<file path="config.mk">
export PLATFORM = sky130hd
export DESIGN_NAME = plt_group
export DESIGN_NICKNAME = d
export VERILOG_FILES = /design/src/design/plt_pkg.sv /design/src/design/plt_group.sv
export SDC_FILE = /design/constraint.sdc
export NUM_CORES = 1
export LEC_CHECK = 0
export BUFFER_PORTS_ARGS = -buffer_cell sky130_fd_sc_hd__buf_2
export CAP_MARGIN = 15
export CORE_AREA = 2 2 506 508
export CTS_BUF_LIST = sky130_fd_sc_hd__clkbuf_4 sky130_fd_sc_hd__clkbuf_8
export DETAILED_ROUTE_END_ITERATION = 7
export DIE_AREA = 0 0 508 510
export PLACE_DENSITY_LB_ADDON = 0.15
export RECOVER_POWER = 100
export SKIP_LAST_GASP = 1
export SYNTH_ARGS = -nofsm -noshare
export SYNTH_HDL_FRONTEND = slang
export SYNTH_SLANG_ARGS = --single-unit
</file>
<file path="constraint.sdc">
create_clock -name aclk -period 4.9 [get_ports aclk]
set_input_delay 0.49 -clock aclk [delete_from_list [all_inputs] [get_ports aclk]]
set_output_delay 0.49 -clock aclk [all_outputs]
set_load 0.02 [all_outputs]
</file>
<file path="src/design/plt_pkg.sv">
// ----------------------------------------------------------------------------
// plt_pkg: shared types and constants of the positional list table
// Operation codes, the entry record, the broadcast command of the cell row and
// the record that each group of cells hands along the scan line.
// ----------------------------------------------------------------------------
package plt_pkg;

    localparam int CAPACITY_DEF = 128;
    localparam int GROUP_SIZE   = 8;
    localparam int GROUP_OFF_W  = $clog2(GROUP_SIZE);

    localparam int KEY_W  = 64;
    localparam int PAY_W  = 64;
    localparam int POS_W  = 8;
    localparam int FUNC_W = 3;
    localparam int LEN_W  = 8;

    localparam int S_DATA_W = 144;
    localparam int M_DATA_W = 152;

    typedef enum logic [FUNC_W-1:0] {
        OP_GET    = 3'd0,
        OP_LOCATE = 3'd1,
        OP_INSERT = 3'd2,
        OP_DELETE = 3'd3,
        OP_CLEAR  = 3'd4
    } func_t;

    typedef struct packed {
        logic [KEY_W-1:0] key;
        logic [PAY_W-1:0] payload;
    } entry_t;

    // broadcast to every cell in the cycle an item is taken
    typedef struct packed {
        logic             ins_en;
        logic             del_en;
        logic             rd_en;
        logic [POS_W-1:0] pidx;
        entry_t           ent;
    } cmd_t;

    typedef struct packed {
        logic                   any;
        logic [GROUP_OFF_W-1:0] off;
        entry_t                 ent;
    } group_rec_t;

endpackage

</file>
<file path="src/design/plt_group.sv">
// ----------------------------------------------------------------------------
// plt_group: reduction of one group of cells
// Captures the first key match and the addressed entry of its cells, then
// passes the record toward the scan head one group per cycle.
// ----------------------------------------------------------------------------
module plt_group
    import plt_pkg::*;
(
    input  logic                             aclk,
    input  logic                             load,
    input  logic                             shift,
    input  logic [GROUP_SIZE-1:0]            match,
    input  entry_t [GROUP_SIZE-1:0]          sel_q,
    input  group_rec_t                       row_in,
    output group_rec_t                       row_q
);

    group_rec_t rec;
    group_rec_t row_reg;
    group_rec_t row_next;

    always_comb begin
        rec = '0;
        // highest index first so the lowest match wins
        for (int i = GROUP_SIZE - 1; i >= 0; i--) begin
            if (match[i]) begin
                rec.any = 1'b1;
                rec.off = GROUP_OFF_W'(i);
            end
        end
        for (int i = 0; i < GROUP_SIZE; i++) begin
            rec.ent = rec.ent | sel_q[i];
        end
    end

    always_comb begin
        row_next = row_reg;
        if (load) begin
            row_next = rec;
        end else if (shift) begin
            row_next = row_in;
        end
    end

    always_ff @(posedge aclk) begin
        row_reg <= row_next;
    end

    assign row_q = row_reg;

endmodule

</file>
==> flow_summary.yaml, run 1 <==
synthesis:
  yosysTopAreaCell: "edfxtp_1"
  synthMuxAreaShare_pct: 0
  ys_ff_latch: 132
  avgSynthCellArea_um2: 10.34
  synth_cell_type_count: 18
  synth_xor_area_share_pct: 0
  synth-simple-area-share_pct: 29.62
  yosys_warnings: 0
  synth_area_leaders: "edfxtp_1 (55%), nor4_1 (22%), a31oi_1 (11%)"
  synth_top_family_by_area: "simple AND/OR/NAND/NOR gates"
  synth.top_cell.area_share_pct: 55.07
  synth-adder-area-share_pct: 0
  synthesis.nets: 1863
  synthCells: 696
  netlist_area_mm2: 0.007198
  synth_compound_area_share_pct: 11.84
  ys_seq_area_share_pct: 55.07
pwr:
  ir_worst_vdd_uv: 229.4
  p_per_area_mw_per_mm2: 205.3
  p_leak_nw: 6.887
critical_path:
  crit_chain: "buf_8 -> or2_0 -> buf_12"
  worst_setup_path_end_kind: "flop"
  startpoint: "load"
  crit_type: "in2reg"
  critPathMaxFanout: 63
  slowest_delay_ps: 970
  crit_required_ps: 5200
  worst_setup_path_start_kind: "input port"
  worstPathArrival_ps: 2520
  slowest_stage: "or2_0"
routing:
  drc: 0
  dr.pass1.iters: 5
  vias: 14450
  totalWireLength_um: 180500
  ant_nets: 0
  vias_per_cell: 2.618
  routedWlPerCell_um: 32.71
  drt_iter0_drc: 980
global_routing:
  grt_usage_pct: 13.38
  grt_pass1_vias: 13990
  grt_pass1_wl_um: 206500
  grt_max_degree: 112
  antenna_found_initial: 396
  overflow: 0
final_layout:
  final_common_cell: "buf_2"
  largest_reg_flops: 132
  final_cell_area_mm2: 0.01854
  utilization_pct: 7.316
  nets: 3179
  area_growth_pct: 157.6
  final_layout_size_suffix_gt1_share_pct: 60.44
  layout_common_cells: "buf_2 (1160), nor4_1 (242), clkbuf_1 (150), nor2_1 (133), edfxtp_1 (132)"
clock_tree:
  post_cts_buffers: 0
  cts_buffer_depth: 2
  cts_root_buf: "clkbuf_8"
  htree_levels: 4
  cts_buffers: 17
  hold_buffers: 0
  path_clk_slew_ps: 140
  cts_resized: 0
  clock_sinks: 132
  cts_tree: "yes"
min_path:
  hp-start: "row_in[8]"
  min_to: "row_q[8]"
  hold_path.class: "in2reg"
  whs_path_depth: 3
place:
  port_buffers: 1298
  placed_area_mm2: 0.01804
  place_congestion: 0.9268
  place_hpwl_um: 168600
  place_ws_ps: 2576
outcome:
  violations: "max-capacitance violations, max-slew violations"
  status: "finished with violations"
run:
  max_cap_violations: 1
timing:
  holdWs_ps: 174.0
  period_minus_slack_ps: 2214
  fin_setup_tns_ps: 0
  rsz0062_at_grt: "no"
  worstMarginPinSlew_ps: 1949
  fmax_mhz: 451.7
  setup_ws_ps: 2686
  slew-limit-headroom_pct: -31.13
  hold_viol: 0
  setup_viol_count_final: 0
  slew_viol_final: 2
  post-route-period-util_pct: 45.18
floorplanning:
  ioPinCount: 1299
  start_util_pct: 2.840
  core_mm2: 0.2535
  die_h_um: 510
  row_count: 185
  die_x_um: 508
  die_area_mm2: 0.2591
## layer usage
layer	vias to the layer above	GRT usage (%)	share of wire (%)
met1	6358	13.68	35
met4	200	4.254	3.8
li1	5799	-	-
met5	-	0	0.76
met2	1486	20.97	43
met3	604	10.22	17
## worst max path at each step
stage,end
floorplan,row_q[0]
global placement,row_q[41]
detailed placement,row_q[23]
CTS,row_q[42]
global route,row_q[42]
finish,row_q[41]
## area by class of cell
type / instances / area (um^2)
repair buffers: 1327 / 6541
clock inverters: 14 / 175.2
clock buffers: 18 / 241.5
fillers: 30170 / 234900
diodes: 127 / 317.8
well taps: 3366 / 4212
multi-input cells: 530 / 3078
flip-flops and latches: 132 / 3964
inverters: 4 / 15.01
## Yosys cell counts
master / instances
a221o_1: 1
a31oi_1: 129
a41oi_1: 1
buf_12: 1
buf_2: 16
buf_4: 3
buf_6: 10
edfxtp_1: 132
inv_1: 4
nand2_1: 2
nand2b_1: 1
nand3_1: 1
nor2_1: 133
nor4_1: 257
o21ai_1: 1
o22ai_1: 2
o31a_1: 1
or2_1: 1
## worst max-delay path: cells and delay by family
family / cells / cell delay (ps)
buf+inv: 2 / 800
simple gates: 1 / 970
## logic make-up (layout without fill, tap and decap cells)
| group | Yosys count | in the layout |
|---|---|---|
| compound gates | 135 | 135 |
| buf+inv | 34 | 1363 |
| simple gates | 395 | 395 |
| flops | 132 | 132 |
| other cells | 0 | 127 |
## metrics by stage
| step | total power [mW] | instances |
|---|---|---|
| 4_1_cts | 4.034 | 5389 |
| 2_1_floorplan | 1.702 | 696 |
| 3_5_place_dp | 2.588 | 5357 |
| 6_report | 3.807 | 5518 |
| 3_3_place_gp | 2.588 | 5356 |
| 5_1_grt | 4.046 | 5430 |
## power by group
group | switching [mW] | leakage (nW) | total [mW] | internal [mW]
Sequential | 0.0404 | 1.28 | 1.40 | 1.36
Combinational | 0.661 | 5.40 | 1.10 | 0.435
Clock | 0.797 | 0.205 | 1.31 | 0.515
Total | 1.50 | 6.89 | 3.81 | 2.31
No activity file was read; power rests on OpenSTA's default activity.
==> run 2: changes to the inputs <==
==> constraint.sdc (replaced) <==
create_clock -name aclk -period 2.3 [get_ports aclk]
set_input_delay 0.23 -clock aclk [delete_from_list [all_inputs] [get_ports aclk]]
set_output_delay 0.23 -clock aclk [all_outputs]
set_load 0.02 [all_outputs]
==> run 2 against run 1 <==
Against the previous run: the run now ends clean; clock power rose by 100%; non-clock buffer count rose by 321; setup slack got worse by 2500 ps; via count rose by 7.1%; sequential share of layout area fell by 3.0 points; critical path type unchanged; sequential power rose by 110%; total power rose by 120%; final area rose by 16%; count of clock-buffer cells in the layout fell by 1.
==> flow_summary.yaml, run 2 (synthesized netlist as in run 1, its figures left out) <==
floorplanning:
  die_area_mm2: 0.2591
  ioPinCount: 1299
  die_x_um: 508
  die_h_um: 510
  row_count: 185
  start_util_pct: 2.840
  core_mm2: 0.2535
critical_path:
  slowest_delay_ps: 640
  crit_buf_inv: 4
  worst_setup_path_start_kind: "input port"
  worstPathArrival_ps: 2570
  critPathMaxFanout: 1
  cp_top_family: "buffers and inverters"
  worst_setup_path_end_kind: "flop"
  crit_type: "in2reg"
  crit_required_ps: 2730
  slowest_stage: "dlygate4sd3_1"
  path_common_cell: "dlygate4sd3_1"
  crit_chain: "dlygate4sd3_1 -> buf_2 -> nor4_1 -> dlygate4sd3_1 -> a31oi_1 -> dlygate4sd3_1"
clock_tree:
  cts_buffer_depth: 2
  htree_levels: 4
  cts_root_buf: "clkbuf_8"
  cts_buffers: 17
  cts_resized: 0
  cts_tree: "yes"
  path_clk_slew_ps: 120
  clock_sinks: 132
routing:
  totalWireLength_um: 176900
  drc: 0
  dr.pass1.iters: 5
  ant_nets: 0
  drt_iter0_drc: 974
  routedWlPerCell_um: 30.32
  vias: 15480
  vias_per_cell: 2.653
timing:
  hold_viol: 0
  setup_ws_ps: 157.9
  holdWs_ps: 145.8
  post-route-period-util_pct: 93.14
  slew_viol_final: 0
  rsz0062_at_grt: "no"
  fmax_mhz: 466.8
  worstMarginPinSlew_ps: 1459
  fin_setup_tns_ps: 0
  period_minus_slack_ps: 2142
  slew-limit-headroom_pct: 2.702
  setup_viol_count_final: 0
final_layout:
  largest_reg_flops: 132
  register_area_mm2: 0.003964
  multi_input_area_mm2: 0.003059
  layout_common_cells: "buf_2 (1162), dlygate4sd3_1 (282), nor4_1 (245), clkbuf_1 (151), nor2_1 (133)"
  final_layout_size_suffix_gt1_share_pct: 53.67
  area_growth_pct: 199.7
  final_cell_area_mm2: 0.02157
  final_common_cell: "buf_2"
  nets: 3500
  fill_cells: 30040
global_routing:
  grt_pass1_wl_um: 204900
  overflow: 0
  antenna_found_initial: 365
  grt_pass1_vias: 15080
  grt_max_degree: 85
  grt_usage_pct: 13.09
outcome:
  status: "completed"
pwr:
  ir_worst_vdd_uv: 406.9
  total_power_mw: 8.370
  p_per_area_mw_per_mm2: 388.0
  p_leak_nw: 8.133
place:
  port_buffers: 1298
  placed_area_mm2: 0.01832
  place_hpwl_um: 165000
  place_ws_ps: 291.0
  place_congestion: 0.8773
run:
  max_cap_violations: 0
min_path:
  hold_path.class: "in2reg"
run 2: changes by cell type in the layout (fill, tap and decap cells not counted), sizes merged:
cell,previous run,this run
inv,8,12
clkinvlp,3,1
bufinv,3,2
clkbuf,168,174
buf,1177,1209
dlygate4sd3,0,282
diode,127,122
run 2: path summary, 6_finish.rpt:
check                       from         to  slack, ps  cells past startpoint
worst max-delay path   sel_q[51]  row_q[51]        160                      6
worst min-delay path  sel_q[348]  row_q[92]        150                      3
run 2: per-stage QoR:
step	std cells	utilization (%)
after global placement	5396	7.224
after detailed placement	5397	7.229
after floorplan	696	-
after global routing	5765	8.442
final	5834	8.510
after CTS	5711	8.502
run 2: per-layer routing:
metal	track usage, %	up-vias	routed length [um]
met5	0	-	1196
met4	5.489	176	8678
met3	7.592	563	24880
met2	20.22	1397	75640
met1	14.58	6926	66510
li1	-	6415	-
run 2: what timing repair did:
action / CTS / global route
buffers inserted: 0 / 0
hold endpoints to repair: 131 / 0
hold buffers: 282 / 0
run 2: cell type report:
class                   instances  area share, %
diodes                        122          1.415
clock buffers                  17          1.085
clock inverters                15         0.7773
inverters                       4        0.06961
multi-input cells             530          14.18
flip-flops and latches        132          18.38
well taps                    3366          19.53
repair buffers               1648          44.57
run 2: power by group:
group / internal (mW) / switching, mW
sequential: 2.89 / 0.0891
clock: 0.994 / 1.64
combinational: 1.25 / 1.50
total: 5.14 / 3.23
