--- config.mk ---
export PLATFORM = sky130hd
export DESIGN_NAME = plt_cell
export DESIGN_NICKNAME = d
export VERILOG_FILES = /design/src/design/plt_pkg.sv /design/src/design/plt_cell.sv
export SDC_FILE = /design/constraint.sdc
export NUM_CORES = 1
export LEC_CHECK = 0
export BUFFER_PORTS_ARGS = -buffer_cell sky130_fd_sc_hd__clkbuf_2
export CORE_AREA = 2 2 279 281
export CTS_CLUSTER_DIAMETER = 40
export DETAILED_ROUTE_END_ITERATION = 10
export DIE_AREA = 0 0 281 283
export HOLD_SLACK_MARGIN = 0.12
export SLEW_MARGIN = 20
export SYNTH_ARGS = -nofsm -noshare
export SYNTH_HDL_FRONTEND = slang
export SYNTH_SLANG_ARGS = --single-unit
export TNS_END_PERCENT = 20
--- constraint.sdc ---
create_clock -name aclk -period 4.9 [get_ports aclk]
set_clock_uncertainty 0.2 [all_clocks]
set_input_delay 0.49 -clock aclk [delete_from_list [all_inputs] [get_ports aclk]]
set_output_delay 0.49 -clock aclk [all_outputs]
set_load 0.1 [all_outputs]
--- src/design/plt_pkg.sv ---
// ----------------------------------------------------------------------------
// plt_pkg: shared types and constants of the positional list table
// Operation codes, the entry record, the broadcast command of the cell row and
// the record that each group of cells hands along the scan line.
// ----------------------------------------------------------------------------
package plt_pkg;

    localparam int CAPACITY_DEF = 128;
    localparam int GROUP_SIZE   = 8;
    localparam int GROUP_OFF_W  = $clog2(GROUP_SIZE);

    localparam int KEY_W  = 64;
    localparam int PAY_W  = 64;
    localparam int POS_W  = 8;
    localparam int FUNC_W = 3;
    localparam int LEN_W  = 8;

    localparam int S_DATA_W = 144;
    localparam int M_DATA_W = 152;

    typedef enum logic [FUNC_W-1:0] {
        OP_GET    = 3'd0,
        OP_LOCATE = 3'd1,
        OP_INSERT = 3'd2,
        OP_DELETE = 3'd3,
        OP_CLEAR  = 3'd4
    } func_t;

    typedef struct packed {
        logic [KEY_W-1:0] key;
        logic [PAY_W-1:0] payload;
    } entry_t;

    // broadcast to every cell in the cycle an item is taken
    typedef struct packed {
        logic             ins_en;
        logic             del_en;
        logic             rd_en;
        logic [POS_W-1:0] pidx;
        entry_t           ent;
    } cmd_t;

    typedef struct packed {
        logic                   any;
        logic [GROUP_OFF_W-1:0] off;
        entry_t                 ent;
    } group_rec_t;

endpackage

--- src/design/plt_cell.sv ---
// ----------------------------------------------------------------------------
// plt_cell: one list entry
// Holds one key and payload, shifts up on insert and down on delete, and
// reports a key match and its own value when it is the addressed entry.
// ----------------------------------------------------------------------------
module plt_cell
    import plt_pkg::*;
#(
    parameter int INDEX = 0,
    parameter int CNT_W = 8
) (
    input  logic             aclk,
    input  cmd_t             cmd,
    input  logic [KEY_W-1:0] search_key,
    input  logic [CNT_W-1:0] count,
    input  entry_t           prev_q,
    input  entry_t           next_q,
    output entry_t           q,
    output logic             match,
    output entry_t           sel_q
);

    entry_t ent_reg;
    entry_t ent_next;
    logic   is_pos;

    assign is_pos = (INDEX == int'(cmd.pidx));

    always_comb begin
        ent_next = ent_reg;
        if (cmd.ins_en) begin
            if (INDEX > int'(cmd.pidx)) begin
                ent_next = prev_q;
            end else if (is_pos) begin
                ent_next = cmd.ent;
            end
        end else if (cmd.del_en) begin
            if (INDEX >= int'(cmd.pidx)) begin
                ent_next = next_q;
            end
        end
    end

    always_ff @(posedge aclk) begin
        ent_reg <= ent_next;
    end

    assign q     = ent_reg;
    assign match = (ent_reg.key == search_key) && (INDEX < int'(count));
    assign sel_q = (cmd.rd_en && is_pos) ? ent_reg : '0;

endmodule

==> impl_metrics.env, run 1 <==
export IMPL_outcome="completed"
export IMPL_largest_register_ffs=128
export IMPL_start_util=0.0912
export IMPL_yosys_top_cells_area="edfxtp_1 55%, mux2_2 21%, and2_1 11%, xnor2_1 6.5%, buf_2 1.6%"
export IMPL_dp_hpwl_um=29900
export IMPL_switching_power_uw=766
export IMPL_syn_num_nets=973
export IMPL_die_area_um2=79500
export IMPL_ys_seq_area_frac=0.550
export IMPL_htreeDepth=4
export IMPL_switching_share=0.237
export IMPL_path_class="reg2out"
export IMPL_cts_path_max_buffers=2
export IMPL_combPwrFrac=0.163
export IMPL_p_total_mw=3.23
export IMPL_drive_gt1_frac=0.564
export IMPL_post_route_drc_count=0
export IMPL_tritoncts="done"
export IMPL_tns_ns=0
export IMPL_fin_nets=1809
export IMPL_antenna_found_initial=9
export IMPL_synth_edf_count=128
export IMPL_crit_fanout=3
export IMPL_setup_worst_path_start="q[77]"
export IMPL_synth_seq_cells=128
export IMPL_yosys_area_top_type="edfxtp_1"
export IMPL_ys_top_cells_by_count="128 x and2_1, 128 x edfxtp_1, 128 x mux2_2"
export IMPL_die_y_um=283
export IMPL_drt_wl_total_um=38900
export IMPL_hold_path_end="q[111]"
export IMPL_num_vias=7513
export IMPL_grt_max_degree=101
export IMPL_critPathLaunchType="flip-flop"
export IMPL_clockPowerShare=0.459
export IMPL_synth_top_flop_cell="edfxtp_1"
export IMPL_maxCapViolCount=0
export IMPL_report_final_slew_viol_count=0
export IMPL_hold_depth=2
export IMPL_multi_input_area_um2=3020
export IMPL_drt_iter0_drc=179
export IMPL_yosys_warnings=0
export IMPL_place_ws_ns=1.09
export IMPL_first_pass_iters=4
export IMPL_period_needed_ns=4.08
export IMPL_seqPwrFrac=0.377
export IMPL_finalHoldViolations=0
export IMPL_final_core_util=0.186
export IMPL_grt_pass1_wl_um=52100
export IMPL_ys_async_sr_fraction=0
export IMPL_coreArea_um2=76700
export IMPL_routed_via_density=3.13
export IMPL_cts_sinks=128
export IMPL_grt_overflow=0
export IMPL_leakage_nw=6.12
export IMPL_fin_ws_ns=0.822
export IMPL_max_freq_mhz=245
export IMPL_min_path_type="in2reg"
export IMPL_wl_per_cell_um=16.2
export IMPL_numCtsBuffers=17
export IMPL_synthCells=505
export IMPL_report_final_setup_viol=0
export IMPL_synth_top_area_frac=0.550
export IMPL_syn_area_um2=6990
export IMPL_yosys_cell_types_count=17
export IMPL_areaGrowthSynthToFinish_pct=104
export IMPL_critPathArrivalTime_ns=3.39
export IMPL_crit_required_ns=4.21
export IMPL_io_pins=725
export IMPL_routabilityCongestion=0.822
export IMPL_ff_latch_area_um2=3840
export IMPL_rsz0062_at_grt="no"
export IMPL_clkTransAtPathRegs_ns=0.07
export IMPL_syn_area_per_cell_um2=13.8
export IMPL_die_x_um=281
export IMPL_min_from="next_q[111]"
export IMPL_fin_crit_sh=0.832
export IMPL_port_buffers=596
export IMPL_crit_path_end_kind="output port"
export IMPL_p_per_area_nw_per_um2=226
export IMPL_ant_nets=0
export IMPL_peakVddDrop_v=0.000179
export IMPL_grt_pass1_vias=7829
export IMPL_tightest_slew_ns=1.02
export IMPL_root_buffer="clkbuf_16"
export IMPL_grt_use_total=0.0948
export IMPL_relSlewSlack=0.320
export IMPL_n_fill_cell=8337
export IMPL_intPower_mw=2.47
export IMPL_rows=102
==> cells by family after synthesis <==
logic type / after synthesis / synth area share
DFF: 128 / 0.550
xor gates and xnor gates: 64 / 0.0802
muxes: 128 / 0.206
AOI/OAI and AO/OA: 2 / 0.00251
buffers and inverters: 28 / 0.0208
and+or+nand+nor: 155 / 0.141
==> stage by stage <==
stage / instance area [um2] / hold WS, ns / cells
after floorplan: 6990 / 0.510 / 505
after global placement: 11200 / 0.592 / 2120
after detailed placement: 11200 / 0.596 / 2120
after CTS: 14300 / 0.125 / 2394
after global routing: 14300 / 0.133 / 2400
final: 14300 / 0.185 / 2400
==> final cells by class <==
| class | instances | share of cell area |
|---|---|---|
| antenna | 6 | 0.00105 |
| clock buffer | 18 | 0.0300 |
| clock inverter | 14 | 0.0149 |
| multi-input combinational | 349 | 0.211 |
| sequential | 128 | 0.269 |
| tap | 1040 | 0.0910 |
| timing repair buffer | 845 | 0.383 |
==> layer usage <==
| metal | GRT usage | wire length (um) | part of all wire |
|---|---|---|---|
| met1 | 0.103 | 16000 | 0.41 |
| met2 | 0.159 | 18000 | 0.46 |
| met3 | 0.0378 | 3540 | 0.091 |
| met4 | 0.0473 | 1300 | 0.033 |
| met5 | 0 | 17 | 0.00044 |
==> power by group through the flow <==
stage                     clock [mW]  sequential, mW  combinational, mW
after floorplan                    0            1.26              0.140
after global placement             0            1.24              0.335
after detailed placement           0            1.24              0.342
after CTS                       1.58            1.22              0.526
after global routing            1.60            1.22              0.567
final                           1.49            1.22              0.528
==> worst max-delay path by stage <==
stage | slack, ns | depth (start not counted) | end
2_1_floorplan | 0.69 | 3 | q[0]
3_3_place_gp | 1.16 | 7 | match
3_5_place_dp | 1.09 | 7 | match
4_1_cts | 0.67 | 6 | match
5_1_grt | 0.70 | 6 | match
6_report | 0.82 | 6 | match
==> timing repair <==
item / 4_1_cts / 5_1_grt
setup endpoints to repair: 0 / 0
resized for setup: 0 / 0
buffers inserted: 0 / 0
hold endpoints to repair: 122 / 0
hold buffers: 242 / 0
==> layout by cell type, fill, tap and decap left out, drive strengths merged <==
cell / synthesis / layout
clkbuf: 2 / 613
dlygate4sd3: 0 / 242
mux2: 128 / 128
and2: 128 / 128
edfxtp: 128 / 128
xnor2: 52 / 52
nand4: 14 / 14
xor2: 12 / 12
nor4: 9 / 9
buf: 26 / 8
diode: 0 / 6
clkinv: 0 / 6
bufinv: 0 / 5
inv: 0 / 2
and3: 1 / 1
o211a: 1 / 1
nor3: 1 / 1
nand3: 1 / 1
a211oi: 1 / 1
nor2: 1 / 1
clkinvlp: 0 / 1
==> worst max-delay path: stages, from the launching register on <==
cell and delay [ns]:
edfxtp_1 0.41, xnor2_1 0.52, nand4_1 0.17, nor3_1 0.63
nand3_1 0.36, nor4_2 0.34, clkbuf_2 0.49
Power figures use the tool's default switching activity.
==> run 2: changes to the inputs <==
CORE_AREA = 2 2 278 280   (was 2 2 279 281)
DIE_AREA = 0 0 280 282   (was 0 0 281 283)
clock period = 3.6 ns   (was 4.9 ns; I/O delays follow)
==> run 2 against run 1 <==
Compared with the run above:
- clock power is 33% higher
- highest routed layer is now met4
- largest power group unchanged
- die area down 0.71%
- global-route usage grew 0.52 points
- wire length grew 5.0%
- final cell count down 1.7%
- core utilization increased by 0.59 points
==> impl_metrics.env, run 2 (synthesis results as in run 1) <==
export IMPL_ff_latch_area_um2=3840
export IMPL_hold_depth=2
export IMPL_fin_cells=2359
export IMPL_die_y_um=282
export IMPL_dp_cells=2065
export IMPL_fin_nets=1829
export IMPL_drt_iter0_drc=222
export IMPL_min_path_type="in2reg"
export IMPL_leakage_nw=6.27
export IMPL_path_class="reg2out"
export IMPL_n_fill_cell=8195
export IMPL_maxCapViolCount=0
export IMPL_root_buffer="clkbuf_16"
export IMPL_crit_path_end_kind="output port"
export IMPL_crit_fanout=3
export IMPL_grt_pass1_vias=7991
export IMPL_drt_wl_total_um=40800
export IMPL_min_from="next_q[66]"
export IMPL_drive_gt1_frac=0.563
export IMPL_numCtsBuffers=17
export IMPL_relSlewSlack=0.503
export IMPL_grt_pass1_wl_um=54000
export IMPL_htreeDepth=4
export IMPL_clockPowerShare=0.451
export IMPL_clkTransAtPathRegs_ns=0.07
export IMPL_crit_required_ns=3.04
export IMPL_critPathLaunchType="flip-flop"
export IMPL_tritoncts="done"
export IMPL_rsz0062_at_grt="no"
export IMPL_report_final_setup_viol=0
export IMPL_rows=101
export IMPL_switching_power_mw=1.07
export IMPL_max_freq_mhz=284
export IMPL_dp_hpwl_um=31200
export IMPL_ant_nets=0
export IMPL_start_util=0.0924
export IMPL_p_total_mw=4.38
export IMPL_p_per_area_nw_per_um2=301
export IMPL_routed_via_density=3.25
export IMPL_hold_path_end="q[66]"
export IMPL_critPathArrivalTime_ns=2.96
export IMPL_num_vias=7659
export IMPL_routabilityCongestion=0.901
export IMPL_largest_register_ffs=128
export IMPL_post_route_drc_count=0
export IMPL_die_area_um2=79000
export IMPL_io_pins=725
export IMPL_period_needed_ns=3.52
export IMPL_switching_share=0.244
export IMPL_cts_path_max_buffers=2
export IMPL_final_core_util=0.192
export IMPL_finalInstanceArea_um2=14600
export IMPL_grt_max_degree=129
export IMPL_combPwrFrac=0.170
export IMPL_cts_sinks=128
export IMPL_peakVddDrop_v=0.000324
export IMPL_die_x_um=280
export IMPL_multi_input_area_um2=3020
export IMPL_areaGrowthSynthToFinish_pct=108
export IMPL_grt_use_total=0.100
export IMPL_fin_crit_sh=0.979
export IMPL_final_cell_mix="565 x clkbuf_2, 255 x dlygate4sd3_1, 128 x mux2_2, 128 x and2_1, 128 x edfxtp_1"
export IMPL_grt_overflow=0
export IMPL_finalHoldViolations=0
export IMPL_coreArea_um2=75700
export IMPL_final_common_cell="clkbuf_2"
export IMPL_place_area_um2=11300
export IMPL_antenna_found_initial=9
export IMPL_wl_per_cell_um=17.3
export IMPL_port_buffers=596
export IMPL_cts_setup_buffers=0
export IMPL_tightest_slew_ns=0.748
export IMPL_outcome="completed"
export IMPL_first_pass_iters=4
export IMPL_seqPwrFrac=0.379
export IMPL_report_final_slew_viol_count=0
export IMPL_intPower_mw=3.31
[run 2: cell types whose count changed in the layout (fill, tap and decap cells not counted), sizes merged]
cell         before  now
buf               8   45
clkbuf          613  582
dlygate4sd3     242  255
inv               2    4
bufinv            5    4
clkinv            6    5
clkinvlp          1    2
diode             6    7
[run 2: through the flow]
stage | worst slack [ns] | setup TNS, ns | hold slack (ns)
final | 0.0771 | 0 | 0.230
after global routing | 0.00406 | 0 | 0.148
after CTS | 0.0263 | 0 | 0.140
after detailed placement | 0.593 | 0 | 0.465
after global placement | 0.577 | 0 | 0.463
after floorplan | -0.346 | -0.346 | 0.380
[run 2: worst max-delay path by stage]
stage,from,endpoint,cells after the start
6_report,q[83],match,6
5_1_grt,q[122],match,8
4_1_cts,q[83],match,6
3_5_place_dp,q[122],match,8
3_3_place_gp,search_key[19],match,7
2_1_floorplan,q[91],match,5
[run 2: power by group through the flow]
stage / clock network, mW / logic [mW] / registers [mW]
final: 1.98 / 0.746 / 1.66
after floorplan: 0 / 0.191 / 1.72
after global placement: 0 / 0.469 / 1.69
after global routing: 2.15 / 0.798 / 1.66
after CTS: 2.10 / 0.739 / 1.66
after detailed placement: 0 / 0.475 / 1.69
[run 2: area by class of cell]
class	instances	share of cell area
well taps	978	0.0841
multi-input cells	349	0.208
clock buffers	17	0.0292
flip-flops and latches	128	0.264
repair buffers	865	0.399
diodes	7	0.00120
clock inverters	15	0.0143
[run 2: repair_timing]
item	in CTS	in global routing
endpoints found under the setup margin	0	1
hold endpoints to repair	128	0
hold buffers	255	0
gates resized for setup	0	1
[run 2: critical path: stages, from the launching register on]
cell      delay, ns
edfxtp_1       0.42
xnor2_1        0.25
nand4_1        0.26
nor4_1         0.56
nand3_1        0.38
nor4_4         0.41
buf_12         0.21
[run 2: metal layers]
| layer | track usage | vias to the layer above | wire length (um) | share of wire |
|---|---|---|---|---|
| li1 | - | 3547 | - | - |
| met1 | 0.114 | 3546 | 17000 | 0.42 |
| met2 | 0.155 | 486 | 18000 | 0.44 |
| met3 | 0.0333 | 80 | 3170 | 0.078 |
| met4 | 0.0756 | 0 | 2570 | 0.063 |
| met5 | 0 | - | 0 | 0 |
